[config.mk]
export PLATFORM = sky130hd
export DESIGN_NAME = array_min_priority_queue
export DESIGN_NICKNAME = d
export VERILOG_FILES = /design/src/sv/ampq_pkg.sv /design/src/sv/array_min_priority_queue.sv /design/src/sv/ampq_ctrl.sv /design/src/sv/ampq_dp.sv
export SDC_FILE = /design/constraint.sdc
export NUM_CORES = 1
export LEC_CHECK = 0
export BUFFER_PORTS_ARGS = -buffer_cell sky130_fd_sc_hd__buf_4
export CAP_MARGIN = 10
export CORE_MARGIN = 2
export CORE_UTILIZATION = 50
export CTS_BUF_LIST = sky130_fd_sc_hd__clkbuf_8 sky130_fd_sc_hd__clkbuf_16
export DETAILED_ROUTE_END_ITERATION = 8
export MAX_ROUTING_LAYER = met4
export PLACE_DENSITY = 0.67
export SYNTH_ARGS = -nofsm -noshare
export SYNTH_HDL_FRONTEND = slang
export SYNTH_HIERARCHICAL = 1
export SYNTH_SLANG_ARGS = --single-unit
[constraint.sdc]
create_clock -name clk_i -period 5.7 [get_ports clk_i]
set_input_delay 0 -clock clk_i [delete_from_list [all_inputs] [get_ports clk_i]]
set_output_delay 0 -clock clk_i [all_outputs]
set_load 0.05 [all_outputs]
[src/sv/ampq_pkg.sv]
// ----------------------------------------------------------------------------
// ampq_pkg
// Shared types and codes for the array min-priority queue: operation kinds,
// result status codes and the command and status bundles between the
// controller and the datapath.
// ----------------------------------------------------------------------------
package ampq_pkg;

  localparam int ValueW = 32;
  localparam int OccW   = 4;

  localparam logic KIND_ENQ = 1'b0;
  localparam logic KIND_DEQ = 1'b1;

  typedef enum logic [1:0] {
    ST_ENQ   = 2'd0,
    ST_DEQ   = 2'd1,
    ST_FULL  = 2'd2,
    ST_EMPTY = 2'd3
  } status_e;

  // Commands from the controller to the datapath.
  typedef struct packed {
    logic accept;    // Capture the incoming transaction.
    logic exec;      // Enqueue, reject, or start the minimum scan.
    logic scan;      // One comparator step of the minimum scan.
    logic shift;     // Remove the minimum and close the gap.
    logic load_out;  // Move the pending result into the output register.
  } cmd_t;

  // Status from the datapath to the controller.
  typedef struct packed {
    logic need_scan;  // Captured item is a dequeue on a non-empty queue.
    logic scan_done;  // Every occupied slot has been compared.
    logic out_free;   // The output register can take a new result.
  } sts_t;

endpackage

[src/sv/array_min_priority_queue.sv]
// ----------------------------------------------------------------------------
// array_min_priority_queue
// Bounded min-priority queue kept as an unsorted register array; enqueue
// appends at the tail, dequeue removes the oldest smallest signed value.
// ----------------------------------------------------------------------------
// Sequence: an enqueue or a rejected item goes through execute and then has
//   its result loaded into the output register; a dequeue on a non-empty
//   queue adds the scan, which compares one stored entry per cycle on a
//   single shared comparator, and the shift before the load.
// Throughput: one item at a time; the next item can be accepted once the
//   result is in the output register, even while that result is stalled.
// Reset: asynchronous, active low; clears the occupancy, the controller and
//   the output valid. Stored entries are not cleared.
module array_min_priority_queue #(
  parameter int DEPTH = 8
) (
  input  logic                               clk_i,
  input  logic                               rst_ni,
  input  logic                               in_valid_i,
  output logic                               in_stall_o,
  input  logic                               kind_i,
  input  logic signed [ampq_pkg::ValueW-1:0] value_i,
  output logic                               out_valid_o,
  input  logic                               out_stall_i,
  output logic [1:0]                         status_o,
  output logic signed [ampq_pkg::ValueW-1:0] min_value_o,
  output logic [ampq_pkg::OccW-1:0]          occupancy_o,
  output logic                               is_empty_o,
  output logic                               is_full_o
);

  ampq_pkg::cmd_t cmd;
  ampq_pkg::sts_t sts;

  ampq_ctrl u_ctrl (
    .clk_i      (clk_i),
    .rst_ni     (rst_ni),
    .in_valid_i (in_valid_i),
    .in_stall_o (in_stall_o),
    .sts_i      (sts),
    .cmd_o      (cmd)
  );

  ampq_dp #(
    .DEPTH (DEPTH)
  ) u_dp (
    .clk_i       (clk_i),
    .rst_ni      (rst_ni),
    .cmd_i       (cmd),
    .sts_o       (sts),
    .kind_i      (kind_i),
    .value_i     (value_i),
    .out_valid_o (out_valid_o),
    .out_stall_i (out_stall_i),
    .status_o    (status_o),
    .min_value_o (min_value_o),
    .occupancy_o (occupancy_o),
    .is_empty_o  (is_empty_o),
    .is_full_o   (is_full_o)
  );

  // An accepted transaction blocks the input until its result is produced.
  a_busy_after_accept: assert property (@(posedge clk_i) disable iff (!rst_ni)
    (in_valid_i && !in_stall_o) |=> in_stall_o)
    else $error("input not stalled after a transaction was accepted");

  // A new result is loaded only when the output register has room.
  a_load_needs_room: assert property (@(posedge clk_i) disable iff (!rst_ni)
    cmd.load_out |-> sts.out_free)
    else $error("result loaded over a stalled output");

  // Rejection status agrees with the reported flags.
  a_reject_flags: assert property (@(posedge clk_i) disable iff (!rst_ni)
    (out_valid_o && status_o == ampq_pkg::ST_FULL) |-> is_full_o)
    else $error("full rejection without full flag");

  a_empty_flags: assert property (@(posedge clk_i) disable iff (!rst_ni)
    (out_valid_o && status_o == ampq_pkg::ST_EMPTY) |-> is_empty_o)
    else $error("empty rejection without empty flag");

endmodule

[src/sv/ampq_ctrl.sv]
// ----------------------------------------------------------------------------
// ampq_ctrl
// Sequencing state machine of the priority queue: captures one transaction,
// steps the datapath through execute and, for a dequeue on a non-empty
// queue, scan and shift, then hands the result to the output register.
// ----------------------------------------------------------------------------
module ampq_ctrl (
  input  logic          clk_i,
  input  logic          rst_ni,
  input  logic          in_valid_i,
  output logic          in_stall_o,
  input  ampq_pkg::sts_t sts_i,
  output ampq_pkg::cmd_t cmd_o
);

  typedef enum logic [4:0] {
    S_IDLE  = 5'b00001,
    S_EXEC  = 5'b00010,
    S_SCAN  = 5'b00100,
    S_SHIFT = 5'b01000,
    S_DONE  = 5'b10000
  } state_e;

  state_e state_q, state_d;

  always_comb begin
    state_d = state_q;
    cmd_o   = '0;
    case (state_q)
      S_IDLE: begin
        if (in_valid_i) begin
          cmd_o.accept = 1'b1;
          state_d      = S_EXEC;
        end
      end
      S_EXEC: begin
        cmd_o.exec = 1'b1;
        state_d    = sts_i.need_scan ? S_SCAN : S_DONE;
      end
      S_SCAN: begin
        cmd_o.scan = 1'b1;
        if (sts_i.scan_done) begin
          state_d = S_SHIFT;
        end
      end
      S_SHIFT: begin
        cmd_o.shift = 1'b1;
        state_d     = S_DONE;
      end
      S_DONE: begin
        // Hold the result until the output register has room.
        if (sts_i.out_free) begin
          cmd_o.load_out = 1'b1;
          state_d        = S_IDLE;
        end
      end
      default: begin
        state_d = S_IDLE;
      end
    endcase
  end

  always_ff @(posedge clk_i or negedge rst_ni) begin
    if (!rst_ni) begin
      state_q <= S_IDLE;
    end else begin
      state_q <= state_d;
    end
  end

  assign in_stall_o = (state_q != S_IDLE);

endmodule

[src/sv/ampq_dp.sv]
// ----------------------------------------------------------------------------
// ampq_dp
// Datapath of the priority queue: the entry register array, the occupancy
// counter, one shared signed comparator for the minimum scan, the parallel
// shift-down and the output register.
// ----------------------------------------------------------------------------
module ampq_dp #(
  parameter int DEPTH = 8
) (
  input  logic                              clk_i,
  input  logic                              rst_ni,
  input  ampq_pkg::cmd_t                    cmd_i,
  output ampq_pkg::sts_t                    sts_o,
  input  logic                              kind_i,
  input  logic signed [ampq_pkg::ValueW-1:0] value_i,
  output logic                              out_valid_o,
  input  logic                              out_stall_i,
  output logic [1:0]                        status_o,
  output logic signed [ampq_pkg::ValueW-1:0] min_value_o,
  output logic [ampq_pkg::OccW-1:0]         occupancy_o,
  output logic                              is_empty_o,
  output logic                              is_full_o
);

  localparam int CntW = $clog2(DEPTH + 1);
  localparam int IdxW = (DEPTH > 1) ? $clog2(DEPTH) : 1;

  logic signed [ampq_pkg::ValueW-1:0] entries_q [DEPTH];
  logic [CntW-1:0]                    count_q;
  logic                               kind_q;
  logic signed [ampq_pkg::ValueW-1:0] value_q;
  logic signed [ampq_pkg::ValueW-1:0] best_val_q;
  logic [IdxW-1:0]                    best_idx_q;
  logic [CntW-1:0]                    scan_idx_q;
  ampq_pkg::status_e                  res_status_q;

  logic                               out_valid_q;
  ampq_pkg::status_e                  out_status_q;
  logic signed [ampq_pkg::ValueW-1:0] out_min_q;
  logic [ampq_pkg::OccW-1:0]          out_occ_q;
  logic                               out_empty_q;
  logic                               out_full_q;

  logic                               is_full;
  logic                               is_empty;
  logic                               scan_done;
  logic signed [ampq_pkg::ValueW-1:0] scan_val;

  assign is_full   = (count_q == CntW'(DEPTH));
  assign is_empty  = (count_q == '0);
  assign scan_done = (scan_idx_q >= count_q);
  assign scan_val  = entries_q[scan_idx_q[IdxW-1:0]];

  assign sts_o.need_scan = (kind_q == ampq_pkg::KIND_DEQ) && !is_empty;
  assign sts_o.scan_done = scan_done;
  assign sts_o.out_free  = !out_valid_q || !out_stall_i;

  // Captured transaction and scan bookkeeping.
  always_ff @(posedge clk_i) begin
    if (cmd_i.accept) begin
      kind_q  <= kind_i;
      value_q <= value_i;
    end
    if (cmd_i.exec) begin
      best_idx_q <= '0;
      best_val_q <= entries_q[0];
      scan_idx_q <= CntW'(1);
      if (kind_q == ampq_pkg::KIND_ENQ) begin
        res_status_q <= is_full ? ampq_pkg::ST_FULL : ampq_pkg::ST_ENQ;
      end else begin
        res_status_q <= is_empty ? ampq_pkg::ST_EMPTY : ampq_pkg::ST_DEQ;
      end
    end
    if (cmd_i.scan && !scan_done) begin
      // Strict less-than keeps the oldest entry on ties.
      if (scan_val < best_val_q) begin
        best_val_q <= scan_val;
        best_idx_q <= scan_idx_q[IdxW-1:0];
      end
      scan_idx_q <= scan_idx_q + CntW'(1);
    end
  end

  // Entry array: tail write on enqueue, parallel shift-down on dequeue.
  always_ff @(posedge clk_i) begin
    if (cmd_i.exec && kind_q == ampq_pkg::KIND_ENQ && !is_full) begin
      entries_q[count_q[IdxW-1:0]] <= value_q;
    end
    if (cmd_i.shift) begin
      for (int i = 0; i < DEPTH - 1; i++) begin
        if (IdxW'(i) >= best_idx_q && CntW'(i + 1) < count_q) begin
          entries_q[i] <= entries_q[i + 1];
        end
      end
    end
  end

  always_ff @(posedge clk_i or negedge rst_ni) begin
    if (!rst_ni) begin
      count_q <= '0;
    end else if (cmd_i.exec && kind_q == ampq_pkg::KIND_ENQ && !is_full) begin
      count_q <= count_q + CntW'(1);
    end else if (cmd_i.shift) begin
      count_q <= count_q - CntW'(1);
    end
  end

  // Output register.
  always_ff @(posedge clk_i or negedge rst_ni) begin
    if (!rst_ni) begin
      out_valid_q <= 1'b0;
    end else if (cmd_i.load_out) begin
      out_valid_q <= 1'b1;
    end else if (!out_stall_i) begin
      out_valid_q <= 1'b0;
    end
  end

  always_ff @(posedge clk_i) begin
    if (cmd_i.load_out) begin
      out_status_q <= res_status_q;
      out_min_q    <= (res_status_q == ampq_pkg::ST_DEQ) ? best_val_q : '0;
      out_occ_q    <= ampq_pkg::OccW'(count_q);
      out_empty_q  <= is_empty;
      out_full_q   <= is_full;
    end
  end

  assign out_valid_o = out_valid_q;
  assign status_o    = out_status_q;
  assign min_value_o = out_min_q;
  assign occupancy_o = out_occ_q;
  assign is_empty_o  = out_empty_q;
  assign is_full_o   = out_full_q;

endmodule
# Yosys cells after proc, flatten, opt, wreduce, memory -nomap -nowiden
# Memories as Yosys holds them, arrays and structs flattened. A register that Yosys moved wholly into a read port is not among the register bits.
# Cells that the tools add are included.
[totals]
reg_bits = 124
elab_cells = 123
out_inout_bits = 42
n_memories = 1
ramBits = 256
[classes]
n_bitwise = 1
muxes = 54
addsub = 3
n_eq_ne = 12
reduce_logical = 22
magnitude_cmp = 16
[mem_list]
columns = ["name", "words", "word_bits", "rd", "rd_ports_with_merged_regs", "wr", "line", "source"]
rows = [
  ["u_dp.entries_q", 8, 32, 9, 1, 7, "ampq_dp.sv:28", "logic signed [ampq_pkg::ValueW-1:0] entries_q [DEPTH];"],
]
[op_table]
columns = ["op", "n"]
rows = [
  ["32-bit two-way mux", 4],
  ["1-bit two-way mux", 33],
  ["32-bit less-than comparator", 1],
  ["32-bit OR reduction", 1],
  ["5-bit case mux with 5 select lines", 1],
  ["5-bit two-way mux", 4],
  ["3-bit by 4-bit less-than comparator with 1-bit output (first input constant)", 4],
  ["4-bit two-way mux", 4],
  ["3-bit two-way mux", 5],
  ["1-bit logical AND", 11],
  ["3-bit >= comparator (first input constant)", 3],
  ["4-bit by 1-bit adder with 4-bit output (second input constant)", 2],
  ["2-bit by 4-bit less-than comparator with 1-bit output (first input constant)", 2],
  ["1-bit by 3-bit >= comparator with 1-bit output (first input constant)", 2],
  ["2-bit by 3-bit >= comparator with 1-bit output (first input constant)", 2],
  ["2-bit two-way mux", 3],
  ["5-bit by 1-bit == test with 1-bit output (second input constant)", 1],
  ["5-bit by 2-bit == test with 1-bit output (second input constant)", 1],
  ["5-bit by 3-bit == test with 1-bit output (second input constant)", 1],
  ["5-bit by 4-bit == test with 1-bit output (second input constant)", 1],
  ["5-bit == test (second input constant)", 1],
  ["1-bit zero test", 5],
  ["5-bit by 1-bit inequality test with 1-bit output (second input constant)", 1],
  ["4-bit == test (second input constant)", 1],
  ["other kinds (11)", 14],
]

# Longest topological paths before layout
[logic_depth]
depth_word = 7
ltp_mapped = 13

# Modules after synthesis
# Netlist, hierarchy kept.
[by_module_without_submodules]
columns = ["module", "area_per_inst_um2", "cells_per_inst", "seq_area_each_um2", "instances"]
rows = [
  ["ampq_dp", 17860.9, 1092, 10945.5, 1],
  ["ampq_ctrl", 325.3, 37, 126.4, 1],
]

# Worst setup path after synthesis
# OpenSTA, ideal clock, no wires.
[synth_path]
path_kind = "reg2reg"
startpoint = "register u_ctrl.state_q[2]"
endpoint = "memory u_dp/entries_q[2][0] (netlist name) (enable)"
synth_period_minus_slack_ps = 4623
arrival_time_ps = 4153
path_slack_ps = 1077
setup_time_ps = 470
stages_incl_launch_ff = 8
path_cell_list = "dfrtp_1 nor2_1 nand2_1 nor3_1 inv_1 nor3_1 nand2_1 o31ai_1"
[synth_rtl]
columns = ["item", "line", "source"]
rows = [
  ["from (decl)", "ampq_ctrl.sv:24", "state_e state_q, state_d;"],
  ["from (signal assigned)", "ampq_ctrl.sv:67", "state_q <= state_d;"],
  ["to (decl)", "ampq_dp.sv:28", ""],
]

==> flow_metrics.py <==
metrics = {
    "synthesis": {
        "yosys_warnings": 6,
        "post_synth_num_cell_types": 55,
        "syn-instance-count": 1129,
        "yosys-top-cells-area": "sky130_fd_sc_hd__edfxtp_1 (55%), sky130_fd_sc_hd__mux2_2 (16%), sky130_fd_sc_hd__mux4_2 (7.9%)",
        "postSynthAreaPerCell_um2": 16.1,
        "post_synth_instance_area_um2": 18200,
        "yosys-mux-area-fraction_pct": 26.6,
        "synth_top_family_by_area": "multiplexers",
        "postSynth.topFlopCell": "sky130_fd_sc_hd__edfxtp_1",
        "synthAdderAreaFrac_pct": 2.68,
        "area_share_of_xor_xnor_cells_in_the_synthesized_design_pct": 0.289,
        "count_of_flip_flops_with_a_built_in_enable_after_synthesis": 335,
        "synth.net_count": 1205,
        "yosysTopAreaCellShare_pct": 55.3,
        "fraction_of_synthesis_flops_using_an_asynchronous_set_or_reset_pin_pct": 2.61,
        "yosys_register_bits": 383,
        "synth-seq-area-share_pct": 60.9,
        "synth-compound-area-share_pct": 2.88,
        "synthSimpleGateAreaFrac_pct": 4.44,
        "synth_largest_area_cell": "sky130_fd_sc_hd__edfxtp_1",
    },
    "timing": {
        "fin_worst_skew_ns": 0.0114,
        "finalSetupViolations": 0,
        "period_needed_ns": 4.40,
        "tns_ns": 0,
        "final_min_period_over_clock_period_pct": 77.3,
        "hold_viol_final": 0,
        "fmax_mhz": 227,
        "worst-slew-pin-transition_ns": 1.11,
        "grt_setup_unrepaired": "no",
        "drv_slew": 0,
        "slew-limit-headroom_pct": 26.0,
    },
    "clocking": {
        "tritoncts_buffers": 42,
        "clock-root-buffer": "sky130_fd_sc_hd__clkbuf_16",
        "worstSkewPairLatency_ns": 0.54,
        "postCtsResizedCells": 0,
        "post-cts-setup-buffers": 0,
        "cts.reportedPaths.clkPinSlew_ns": 0.06,
        "tritoncts_clock_tree": "yes",
        "clock_sinks": 383,
        "clk_path_buf_depth": 3,
        "clock_tree.htree_level_count": 2,
    },
    "grt": {
        "global_route.overflow_total": 0,
        "number_of_antenna_violations_at_the_first_check_in_global_routing": 0,
        "grt_start_max_net_pins": 69,
        "first_pass_grt_wire_length_um": 63600,
        "grtUsageTotal_pct": 23.0,
        "grt_pass1_vias": 10400,
    },
    "layout": {
        "num-nets-final": 1332,
        "fillers": 2750,
        "layout-area-overhead-vs-synth_pct": 16.7,
        "antennaDiodeCount": 0,
        "final_cell_mix": "sky130_fd_sc_hd__edfxtp_1 (335), sky130_fd_sc_hd__mux2_2 (261), sky130_fd_sc_hd__buf_4 (101)",
        "final_cell_area_um2": 21200,
        "layout-drive-gt1-share_pct": 42.5,
        "final_common_cell": "sky130_fd_sc_hd__edfxtp_1",
        "utilization_pct": 59.5,
    },
    "drt": {
        "antenna_left": 0,
        "drcViolationCount": 0,
        "route.final.wire_length_um": 41800,
        "drtPass1Iterations": 5,
        "vias": 10200,
        "drt-initial-drc-count": 778,
        "vias_per_cell": 5.85,
        "post_drt_wl_per_cell_um": 23.9,
    },
    "placement": {
        "detailed_place_hpwl_um": 24200,
        "routabilityCongestion": 0.844,
        "placed_area_um2": 19500,
        "placement.io_buffers": 78,
    },
    "setup_path": {
        "worst_r2r_path_depth": 12,
        "crit_path_start_kind": "register",
        "cp_data_arrival_time_ns": 4.83,
        "rrSetupSlack_ns": 1.30,
        "worst-endpoint-required_ns": 6.12,
        "worstSetupEndpointType": "register",
        "r2r_endpoint": "u_dp/best_val_q[1]",
        "kind_of_critical_path": "register to register",
        "critPathMaxFanout": 35,
    },
    "run": {
        "max_cap_viol_count": 0,
    },
    "floorplan": {
        "initial_core_util_pct": 51.0,
        "std_cell_rows": 69,
        "dieWidth_um": 195,
        "area_of_the_core_um2": 35700,
        "die_area_um2": 37900,
        "dieHeight_um": 195,
        "top_level_ports": 79,
    },
    "worst_hold_path": {
        "hold-path-cell-count": 2,
        "worst_hold_path.endpoint": "u_dp/value_q[9]",
        "worst_hold_startpoint": "value_i[9]",
        "worstHoldPathType": "input pin to register",
    },
    "power": {
        "pwr_density_cell_nw_per_um2": 388,
        "irDropWorstVdd_mv": 0.217,
        "total_power_consumption_w": 0.00823,
        "leakage_nw": 7.65,
    },
    "status": {
        "outcome": "finished clean",
    },
}
## critical path: stages (launching register included)
cell and delay [ns]:
sky130_fd_sc_hd__dfxtp_4 0.64, sky130_fd_sc_hd__buf_12 0.35, sky130_fd_sc_hd__mux4_2 0.54, sky130_fd_sc_hd__mux2_2 0.29, sky130_fd_sc_hd__ha_1 0.40, sky130_fd_sc_hd__nand4_1 0.15, sky130_fd_sc_hd__nor3_1 0.31, sky130_fd_sc_hd__o21ai_0 0.15
sky130_fd_sc_hd__o221ai_1 0.26, sky130_fd_sc_hd__a31oi_2 0.10, sky130_fd_sc_hd__a31oi_4 0.36, sky130_fd_sc_hd__buf_12 0.32, sky130_fd_sc_hd__mux2_2 0.37
## final cells by class
class                      instances  area [um2]  area share, %
sequential                       383       11100           52.2
multi-input combinational        646        6850           32.3
timing repair buffer             142        1200           5.65
clock buffer                      47        1150           5.44
tap                              461         577           2.72
clock inverter                    31         211          0.996
inverter                          41         154          0.725
## cell families (layout without fill, tap and decap cells)
logic type / after synthesis / count (layout)
simple gates: 158 / 158
flops: 383 / 383
mux: 356 / 356
buf+inv: 100 / 261
xor+xnor: 6 / 6
compound gates: 87 / 87
fa+ha+maj: 39 / 39
## where the power goes
group,internal [W],switching [W]
logic,0.000925,0.000880
clock network,0.00158,0.00110
registers,0.00344,0.000303
total,0.00595,0.00228
## worst max-delay path by stage
stage,end,startpoint,slack (ns),cells past startpoint
floorplan,u_dp/entries_q[2][0],u_ctrl/state_q[2],1.08,7
global placement,u_dp/best_val_q[2],register,1.35,12
CTS,u_dp/best_val_q[2],register,1.21,12
global route,u_dp/best_val_q[1],register,0.87,12
detailed placement,u_dp/best_val_q[1],register,1.27,12
finish,u_dp/best_val_q[1],register,1.30,12
## registers in the layout, summed over array words and instances (netlist names), 2 cells and up, named ones only
register	flops
u_dp/entries_q	256
u_dp/best_idx_q	3
u_dp/value_q	32
u_dp/min_value_o	32
u_dp/res_status_q	2
u_dp/scan_idx_q	4
u_dp/occupancy_o	4
u_dp/count_q	4
u_ctrl/state_q	5
u_dp/status_o	2
u_dp/best_val_q	32
## stage by stage
step	instances	hold WS [ns]	setup slack, ns
global placement	1635	-0.164	1.35
CTS	1751	0.153	1.21
detailed placement	1635	-0.158	1.27
floorplan	1129	-0.296	1.08
global route	1751	0.168	0.867
finish	1751	0.178	1.30
## routing by layer
metal  GRT usage, %  share of wire, %  vias up  wire length [um]
met5              -                 0        -                 0
met4           4.42               1.3        0               563
met3           3.04               5.0       45              2080
met2           36.5                48      286             19900
met1           32.4                46     5264             19200
li1               -                 -     4643                 -
## cells in the mapped netlist, types with 2 or more instances
master	n
sky130_fd_sc_hd__a211oi_1	2
sky130_fd_sc_hd__a21o_1	4
sky130_fd_sc_hd__a21oi_1	14
sky130_fd_sc_hd__a221oi_1	2
sky130_fd_sc_hd__and2_1	35
sky130_fd_sc_hd__and2b_2	2
sky130_fd_sc_hd__and3_1	4
sky130_fd_sc_hd__and4_1	4
sky130_fd_sc_hd__buf_1	14
sky130_fd_sc_hd__buf_6	4
sky130_fd_sc_hd__clkbuf_1	39
sky130_fd_sc_hd__dfrtp_1	9
sky130_fd_sc_hd__dfxtp_1	38
sky130_fd_sc_hd__edfxtp_1	335
sky130_fd_sc_hd__ha_1	39
sky130_fd_sc_hd__inv_1	41
sky130_fd_sc_hd__mux2_2	261
sky130_fd_sc_hd__mux2_4	28
sky130_fd_sc_hd__mux2i_1	3
sky130_fd_sc_hd__mux4_2	64
sky130_fd_sc_hd__nand2_1	54
sky130_fd_sc_hd__nand2b_1	3
sky130_fd_sc_hd__nand3_1	11
sky130_fd_sc_hd__nand4_1	3
sky130_fd_sc_hd__nor2_1	22
sky130_fd_sc_hd__nor2b_1	6
sky130_fd_sc_hd__nor3_1	5
sky130_fd_sc_hd__nor3b_1	2
sky130_fd_sc_hd__o21a_1	2
sky130_fd_sc_hd__o21ai_0	47
sky130_fd_sc_hd__o21ai_1	2
sky130_fd_sc_hd__o21bai_1	2
sky130_fd_sc_hd__o31ai_1	2
sky130_fd_sc_hd__xnor2_1	5
## what timing repair did
| item | CTS | global route |
|---|---|---|
| hold buffers | 38 | 0 |
| endpoints found under the setup margin | 0 | 0 |
| endpoints found under the hold margin | 47 | 0 |
Power figures use the tool's default switching activity.
